$ cat src/rtl/hcd_pkg.sv
`timescale 1ns / 1ps
`default_nettype none

package hcd_pkg;

  localparam logic CMD_NODE = 1'b0;
  localparam logic CMD_DATA = 1'b1;

  typedef struct packed {
    logic [7:0] left;
    logic [7:0] right;
    logic [7:0] value;
  } node_t;

  typedef struct packed {
    logic       leaf;
    logic       flush;
    logic [7:0] chr;
  } op_t;

endpackage

`default_nettype wire

$ cat src/rtl/hcd_out_stage.sv
`timescale 1ns / 1ps
`default_nettype none

module hcd_out_stage (
  input  wire logic       clk,
  input  wire logic       rst,
  input  wire hcd_pkg::op_t op,
  output logic            op_ready,
  output logic            out_valid,
  input  wire logic       out_stall,
  output logic [7:0]      character,
  output logic            end_of_text,
  output logic            last
);

  logic       pend_valid;
  logic [7:0] pend_char;
  logic       out_free;

  assign out_free = !out_valid || !out_stall;
  assign op_ready = !pend_valid || out_free;

  always_ff @(posedge clk) begin
    if (rst) begin
      out_valid  <= 1'b0;
      pend_valid <= 1'b0;
    end else begin
      if ((op.leaf || op.flush) && op_ready && pend_valid) begin
        out_valid   <= 1'b1;
        character   <= pend_char;
        end_of_text <= (pend_char == 8'd0);
        last        <= op.flush;
      end else if (out_valid && !out_stall) begin
        out_valid <= 1'b0;
      end
      if (op.leaf && op_ready) begin
        pend_valid <= 1'b1;
        pend_char  <= op.chr;
      end else if (op.flush && op_ready) begin
        pend_valid <= 1'b0;
      end
    end
  end

endmodule

`default_nettype wire

$ cat config.mk
export PLATFORM = sky130hd
export DESIGN_NAME = hcd_out_stage
export DESIGN_NICKNAME = d
export VERILOG_FILES = /design/src/rtl/hcd_pkg.sv /design/src/rtl/hcd_out_stage.sv
export SDC_FILE = /design/constraint.sdc
export NUM_CORES = 1
export LEC_CHECK = 0
export ABC_CLOCK_PERIOD_IN_PS = 1550
export BUFFER_PORTS_ARGS = -buffer_cell sky130_fd_sc_hd__buf_4
export CAP_MARGIN = 20
export CORE_MARGIN = 2
export CORE_UTILIZATION = 40
export DETAILED_ROUTE_END_ITERATION = 12
export PLACE_DENSITY_LB_ADDON = 0.08
export REMOVE_ABC_BUFFERS = 1
export SYNTH_ARGS = -nofsm -noshare
export SYNTH_HDL_FRONTEND = slang
export SYNTH_SLANG_ARGS = --single-unit
$ cat constraint.sdc
create_clock -name clk -period 1.55 [get_ports clk]
set_input_delay 0.0775 -clock clk [delete_from_list [all_inputs] [get_ports clk]]
set_output_delay 0.0775 -clock clk [all_outputs]
set_load 0.05 [all_outputs]
==> flow_metrics.py <==
metrics = {
    "critical_path": {
        "r2r_slack_ns": 0.32,
        "crit_fanout": 10,
        "crit_type": "primary input to flip-flop",
        "slowest_stage": "dlygate4sd3_1",
        "critical_path.max_stage_delay_ns": 0.52,
        "crit_chain": "dlygate4sd3_1, buf_4, o21ai_0, nor3b_1, buf_4",
        "timing.rr.start": "pend_valid",
        "reg2reg_depth": 3,
        "cp-start-kind": "primary input",
        "worstReg2RegEnd": "character[2]",
        "path_common_cell": "buf_4",
        "end_kind": "flip-flop",
        "required_ns": 1.55,
        "crit_arrival_ns": 1.28,
    },
    "route": {
        "drc_errors": 0,
        "detail-route-antenna-nets": 0,
        "drt-initial-drc-count": 4,
        "totalWireLength_um": 1130,
        "wire_per_inst_um": 12.8,
        "viasPerCell": 4.85,
        "num_vias": 427,
        "dr.pass1.iters": 2,
    },
    "floorplan": {
        "ioPinCount": 25,
        "die_area_um2": 1960,
        "fp.coreArea_um2": 1510,
        "num_rows": 14,
        "dieWidth_um": 44.3,
        "die_h_um": 44.3,
        "start_util_pct": 43.1,
    },
    "sta": {
        "fin_crit_sh_pct": 82.3,
        "fin_crit_ns": 1.27,
        "max_slew_margin_pct": 83.9,
        "hold_slack_ns": 0.0813,
        "hold_violations": 0,
        "max_freq_ghz": 0.784,
        "fin_skew_ns": 0.00432,
        "rsz0062_at_grt": "false",
        "worstMarginPinSlew_ns": 0.238,
        "finalMaxSlewViolations": 0,
        "setup_violations": 0,
    },
    "cts": {
        "cts_buffers": 3,
        "clockRootBuffer": "clkbuf_4",
        "clk_latency_ns": 0.29,
        "clock-sinks": 20,
        "ctsLongestPathBuffers": 2,
        "cts_setup_buffers": 0,
        "tritoncts": "built",
        "h-tree-depth": 1,
        "clk_pin_slew_ns": 0.11,
    },
    "global_route": {
        "grt_pass1_wl_um": 1810,
        "track_usage_pct": 13.5,
        "grt_pass1_vias": 438,
        "grt_overflow": 0,
        "grt_max_degree": 13,
        "antenna_found_initial": 0,
    },
    "yosys": {
        "synth_top_area_cell": "edfxtp_1",
        "avgSynthCellArea_um2": 20.3,
        "ys_seq_elements": 20,
        "synthAdderAreaFrac_pct": 0,
        "netlist_area_um2": 649,
        "ys.flop_type": "edfxtp_1",
        "postSynthCellCount": 32,
        "yosysUniqueCellTypes": 11,
        "synthMostInstantiatedCell": "edfxtp_1",
        "synth_top_area_share_pct": 83.2,
        "synth_mux_area_share_pct": 0,
        "ys_async_sr_fraction_pct": 0,
        "synthTopCellsByCount": "edfxtp_1 (18), dfxtp_1 (2), nor2_1 (2), nor3b_1 (2), or4_1 (2)",
        "synth_top_family_by_area": "simple AND/OR/NAND/NOR gates",
        "synthSimpleGateAreaFrac_pct": 7.13,
        "yosys_warnings": 0,
        "synth_compound_area_share_pct": 2.89,
        "yosys-top-cells-area": "edfxtp_1 (83%), dfxtp_1 (6.2%), nor3b_1 (2.3%)",
        "synth_edf_count": 18,
        "yosysSeqAreaShare_pct": 89.4,
        "synth-xor-area-share_pct": 0,
    },
    "pwr": {
        "power.density_nw_per_um2": 1120,
        "p_leak_nw": 0.393,
        "ir_drop_v": 0.000855,
    },
    "run": {
        "cap_violations": 0,
    },
    "status": {
        "status": "finished clean",
    },
    "layout": {
        "drive_gt1_share_pct": 41.7,
        "area_growth_pct": 56.6,
        "post-route-util_pct": 67.5,
        "stdcell_area_um2": 1020,
        "layout.nets": 86,
        "fill_cells": 99,
        "antenna_cells": 0,
    },
    "min_path": {
        "whs_endpoint": "pend_valid",
        "min_path_cells": 3,
        "hold_class": "primary input to flip-flop",
        "min-delay-start": "op[9]",
    },
    "placement": {
        "port_buffers": 24,
        "finalWeightedCongestion": 0.606,
        "dp_hpwl_um": 831,
        "placed_area_um2": 865,
    },
}
==> worst max-delay path by stage <==
stage	from	to	slack, ns
2_1_floorplan	out_valid	pend_char[0]	-0.56
3_3_place_gp	pend_char[1]	end_of_text	0.42
3_5_place_dp	pend_valid	character[7]	0.35
4_1_cts	op[8]	character[2]	0.30
5_1_grt	pend_valid	character[2]	0.20
6_report	op[8]	character[2]	0.28
==> critical path, delay by kind of cell <==
kind                   cells  cell delay, ns
and+or+nand+nor            1            0.23
AOI/OAI and AO/OA          1            0.10
buffers and inverters      3            0.87
==> per-stage QoR <==
step	setup slack, ns	std cells	setup TNS, ns	power [mW]
global route	0.197	88	0	1.18
floorplan	-0.559	32	-7.54	0.672
finish	0.275	88	0	1.13
global placement	0.422	74	0	0.715
CTS	0.297	88	0	1.15
detailed placement	0.355	74	0	0.720
==> layout by cell type, fill, tap and decap left out, drive strengths merged <==
cell type and count:
edfxtp 18, a311oi 1, clkbuf 3, nand2 1
o21ai 1, dlygate4sd3 10, buf 26, nand3 1
dfxtp 2, nor2 2, bufinv 1, or4 2
a21oi 1, nor3b 2, inv 1
==> cell type report <==
class,count,area [um^2],area share [%]
Clock buffer,3,22.5,2.21
Clock inverter,1,30.0,2.95
Inverter,1,3.75,0.369
Multi-Input combinational cell,11,65.1,6.40
Sequential cell,20,581,57.1
Tap cell,16,20.0,1.97
Timing Repair Buffer,36,295,29.0
==> registers in the layout, summed over array words and instances, names as in the netlist <==
register and cells:
character 8, end_of_text 1, last 1, out_valid 1, pend_char 8, pend_valid 1
==> power by group <==
group	leakage [nW]	total, mW	switching, mW	internal [mW]
clock	0.0279	0.408	0.147	0.261
sequential	0.181	0.617	0.00803	0.609
combinational	0.184	0.110	0.0568	0.0532
total	0.393	1.13	0.212	0.923
==> kinds of logic after synthesis <==
logic type             after synthesis
DFF                                 20
and+or+nand+nor                      8
AOI/OAI and AO/OA                    3
buffers and inverters                1
==> timing repair <==
item | in CTS | in global routing
resized for setup | 0 | 0
endpoints found under the hold margin | 11 | 0
hold buffers | 10 | 0
==> per-layer routing <==
metal | part of all wire [%] | routed length (um) | vias up | track usage (%)
met2 | 59 | 662 | 20 | 28.2
met1 | 35 | 393 | 198 | 10.2
met3 | 6.5 | 73 | 0 | 6.53
met4 | 0 | 0 | 0 | 3.64
li1 | - | - | 209 | -
met5 | 0 | 0 | - | 0
Note: power is estimated with default switching activity, not from simulation.
