==> src/rtl/hcd_pkg.sv <==
`timescale 1ns / 1ps
`default_nettype none

package hcd_pkg;

  localparam logic CMD_NODE = 1'b0;
  localparam logic CMD_DATA = 1'b1;

  typedef struct packed {
    logic [7:0] left;
    logic [7:0] right;
    logic [7:0] value;
  } node_t;

  typedef struct packed {
    logic       leaf;
    logic       flush;
    logic [7:0] chr;
  } op_t;

endpackage

`default_nettype wire

==> src/rtl/hcd_walker.sv <==
`timescale 1ns / 1ps
`default_nettype none

module hcd_walker (
  input  wire logic          clk,
  input  wire logic          rst,
  input  wire logic          in_valid,
  output logic               in_stall,
  input  wire logic          cmd,
  input  wire logic [7:0]    data_byte,
  input  wire logic          first_of_message,
  input  wire logic [1:0]    start_phase,
  output logic               rd_en,
  output logic [7:0]         rd_index,
  input  wire hcd_pkg::node_t rd_node,
  output hcd_pkg::op_t       op,
  input  wire logic          op_ready
);

  localparam logic [2:0] TOP_BIT = 3'd7;

  typedef enum logic [2:0] {
    S_IDLE  = 3'b001,
    S_WALK  = 3'b010,
    S_FLUSH = 3'b100
  } state_t;

  state_t     state, state_next;
  logic [7:0] current, current_next;
  logic       active, active_next;
  logic [2:0] bitpos, bitpos_next;
  logic       bits_left, bits_left_next;
  logic       step, step_next;
  logic [7:0] data, data_next;

  logic       accept;
  logic       leaf;
  logic [7:0] dest;

  assign in_stall = (state != S_IDLE);
  assign accept   = in_valid && (state == S_IDLE);
  assign leaf     = (rd_node.left == 8'd0) && (rd_node.right == 8'd0);
  assign dest     = data[bitpos] ? rd_node.right : rd_node.left;

  always_comb begin
    state_next     = state;
    current_next   = current;
    active_next    = active;
    bitpos_next    = bitpos;
    bits_left_next = bits_left;
    step_next      = step;
    data_next      = data;
    rd_en          = 1'b0;
    rd_index       = current;
    op             = '0;
    case (state)
      S_IDLE: begin
        if (accept && (cmd == hcd_pkg::CMD_DATA)) begin
          if (first_of_message) begin
            active_next  = 1'b1;
            current_next = 8'd0;
          end
          if (first_of_message || active) begin
            rd_en          = 1'b1;
            rd_index       = first_of_message ? 8'd0 : current;
            bitpos_next    = first_of_message ? (TOP_BIT - {start_phase, 1'b0}) : TOP_BIT;
            bits_left_next = 1'b1;
            step_next      = 1'b0;
            data_next      = data_byte;
            state_next     = S_WALK;
          end
        end
      end
      S_WALK: begin
        if (step && leaf) begin
          op.leaf = 1'b1;
          op.chr  = rd_node.value;
          if (op_ready) begin
            current_next = 8'd0;
            if (rd_node.value == 8'd0) begin
              active_next = 1'b0;
              state_next  = S_FLUSH;
            end else if (!bits_left) begin
              state_next = S_FLUSH;
            end else begin
              rd_en     = 1'b1;
              rd_index  = 8'd0;
              step_next = 1'b0;
            end
          end
        end else if (!bits_left) begin
          state_next = S_FLUSH;
        end else begin
          rd_en        = 1'b1;
          rd_index     = dest;
          current_next = dest;
          step_next    = 1'b1;
          if (bitpos == 3'd0) begin
            bits_left_next = 1'b0;
          end else begin
            bitpos_next = bitpos - 3'd1;
          end
        end
      end
      S_FLUSH: begin
        op.flush = 1'b1;
        if (op_ready) begin
          state_next = S_IDLE;
        end
      end
      default: begin
        state_next = S_IDLE;
      end
    endcase
  end

  always_ff @(posedge clk) begin
    if (rst) begin
      state   <= S_IDLE;
      current <= 8'd0;
      active  <= 1'b0;
    end else begin
      state   <= state_next;
      current <= current_next;
      active  <= active_next;
    end
    bitpos    <= bitpos_next;
    bits_left <= bits_left_next;
    step      <= step_next;
    data      <= data_next;
  end

endmodule

`default_nettype wire

==> config.mk <==
export PLATFORM = sky130hd
export DESIGN_NAME = hcd_walker
export DESIGN_NICKNAME = d
export VERILOG_FILES = /design/src/rtl/hcd_pkg.sv /design/src/rtl/hcd_walker.sv
export SDC_FILE = /design/constraint.sdc
export NUM_CORES = 1
export LEC_CHECK = 0
export ABC_AREA = 1
export BUFFER_PORTS_ARGS = -buffer_cell sky130_fd_sc_hd__buf_2
export CAP_MARGIN = 20
export CORE_UTILIZATION = 35
export CTS_CLUSTER_DIAMETER = 50
export CTS_CLUSTER_SIZE = 8
export DETAILED_ROUTE_END_ITERATION = 12
export SYNTH_ARGS = -nofsm -noshare
export SYNTH_HDL_FRONTEND = slang
export SYNTH_SLANG_ARGS = --single-unit
==> constraint.sdc <==
create_clock -name clk -period 1.9 [get_ports clk]
set_input_delay 0.19 -clock clk [delete_from_list [all_inputs] [get_ports clk]]
set_output_delay 0.19 -clock clk [all_outputs]
set_load 0.01 [all_outputs]
==> metrics.yaml <==
total_power_w: 0.00241
syn_area_per_cell_um2: 6.52
syn_to_final_growth_pct: 48.0
cts_buffers: 3
p_leak_nw: 1.49
grt_use_total: 0.193
maxCapViolCount: 0
initialDrtViolationCount: 123
die_h_um: 73.7
antenna_found_initial: 0
critPathMaxFanout: 5
ys_types: 30
syn_inst: 276
ir_drop_mv: 0.429
max_stage_delay_ns: 0.47
layout-drive-gt1-share: 0.423
hold_violations: 0
dr.pass1.iters: 4
final_util: 0.549
max_freq_ghz: 0.524
io_buffers: 59
min_period_ns: 1.91
chipWidth_um: 73.7
pre_cts_slack_ns: 0.0962
syn_area_um2: 1800
grt_overflow_total: 0
gp_congestion: 0.921
p_per_area_nw_per_um2: 904
crit_path_top_delay_cell: "edfxtp_1"
ys_seq_area_frac: 0.350
ctsHtreeMaxLevel: 1
status: "finished, violations left"
vias: 2008
crit_top_cell: "nand3_2"
worstPathCellList: "inv_2, nand2_2, nand3_2, nand3_4, buf_6, nand3_2, nand3_2, nand2_2, nand2_1, buf_2"
cp-end-kind: "output pin"
initial_core_util: 0.371
cts.hold.buffers_added: 0
core_area_um2: 4850
rsz0062_at_grt: "yes"
start_kind: "flop"
clk_path_buf_depth: 2
drtAntennaViolNets: 0
layout_common_cells: "nand2_1 (59), buf_2 (58), inv_1 (47)"
worst_slack_ns: -0.00776
multi_input_area_um2: 1110
synth_seq_cells: 25
critical_path_buf_inv_count: 3
tns_ns: -0.0123
drc: 0
final_cell_count_no_fill: 433
arrival_ns: 1.72
worstSetupPathType: "reg2out"
post_drt_via_cell_ratio: 4.64
slew-limit-headroom: 0.753
antenna_cells: 0
violations: "setup timing"
grt_max_degree: 17
slew_violations: 0
cts_tree: "yes"
fill_cells: 472
layout_commonest_cell: "nand2_1"
clk_latency_ns: 0.27
skew_ns: 0.00315
path_delay_family: "simple AND/OR/NAND/NOR gates"
wl_um: 5080
synth_nets: 318
min_path_type: "in2reg"
grt_pass1_wl_um: 8040
cp.required_ns: 1.71
grt_pass1_vias: 1888
period_share: 1.00
yosys_warnings: 0
worst_pin_slew_ns: 0.367
setup_violations: 2
cts_sinks: 25
root_buffer: "clkbuf_8"
wl_per_cell_um: 11.7
clk_pin_slew_ns: 0.09
num_rows: 25
dpl.hpwl_um: 3600
nets: 409
placedCellCount: 408
ios: 60
fp.dieArea_um2: 5430
register_area_um2: 633
-- worst reg2reg max path, delay by kind of cell, from the launching register on --
kind	cells	cell delay, ns
AO/OA/AOI/OAI	2	0.33
adder cells (fa/ha/maj)	1	0.18
buffers and inverters	4	0.53
flip-flops	1	0.44
AND/OR/NAND/NOR	1	0.08
-- cell usage after synthesis, drive strengths merged --
cell type	number	share of area
nand2	78	0.17
clkinv	1	0.0021
o21ai	8	0.033
a21oi	20	0.060
ha	2	0.014
nand4	4	0.017
xnor2	1	0.0049
nor3	3	0.015
a211oi	1	0.0042
dfxtp	12	0.13
or2	1	0.0035
clkbuf	1	0.0021
buf	4	0.015
nor2	36	0.081
edfxtp	13	0.22
inv	52	0.11
nand3	39	0.12
-- per-stage QoR --
step	instance area, µm²	hold slack, ns
2_1_floorplan	1800	0.259
3_3_place_gp	2230	0.366
3_5_place_dp	2230	0.368
4_1_cts	2470	0.0807
5_1_grt	2660	0.0762
6_report	2660	0.0860
-- cell type report --
type / count / area share
multi-input cells: 193 / 0.419
flip-flops and latches: 25 / 0.238
repair buffers: 91 / 0.218
inverters: 53 / 0.0766
well taps: 67 / 0.0315
clock buffers: 3 / 0.0155
clock inverters: 1 / 0.00188
-- worst paths after layout --
path	from	endpoint	slack, ns	depth (start not counted)
setup / recovery	bitpos[0]	rd_index[6]	-0.008	10
hold / removal	data_byte[4]	data[4]	0.09	1
setup reg to reg	bitpos[0]	bitpos[2]	0.07	8
hold reg to reg	active	active	0.48	2
-- cell families after synthesis --
kind of cell | count (synthesis) | synth area share
AND/OR/NAND/NOR | 161 | 0.404
buffers and inverters | 58 | 0.130
AO/OA/AOI/OAI | 29 | 0.0967
flip-flops | 25 | 0.350
adder cells (fa/ha/maj) | 2 | 0.0139
XOR/XNOR | 1 | 0.00487
-- timing repair --
action,4_1_cts,5_1_grt
buffers inserted,16,5
pin swaps,12,31
endpoints found under the setup margin,8,9
gates resized for setup,14,41
-- where the power goes --
group | switching [W] | internal [W] | leakage (nW)
combinational | 0.000731 | 0.000558 | 1.25
sequential | 0.0000899 | 0.000701 | 0.211
clock | 0.000180 | 0.000147 | 0.0255
-- registers in the layout, indices dropped and copies added (netlist names) --
| name | count |
|---|---|
| state | 3 |
| data | 8 |
| step | 1 |
| bits_left | 1 |
| current | 8 |
| active | 1 |
| bitpos | 3 |
-- per-layer routing --
metal	track usage	wire, µm	vias to the layer above
li1	-	-	1046
met1	0.243	2200	904
met2	0.339	2600	52
met3	0.0288	209	6
met4	0.0556	63	0
met5	0	0	-
(Power assumes the default switching activity.)
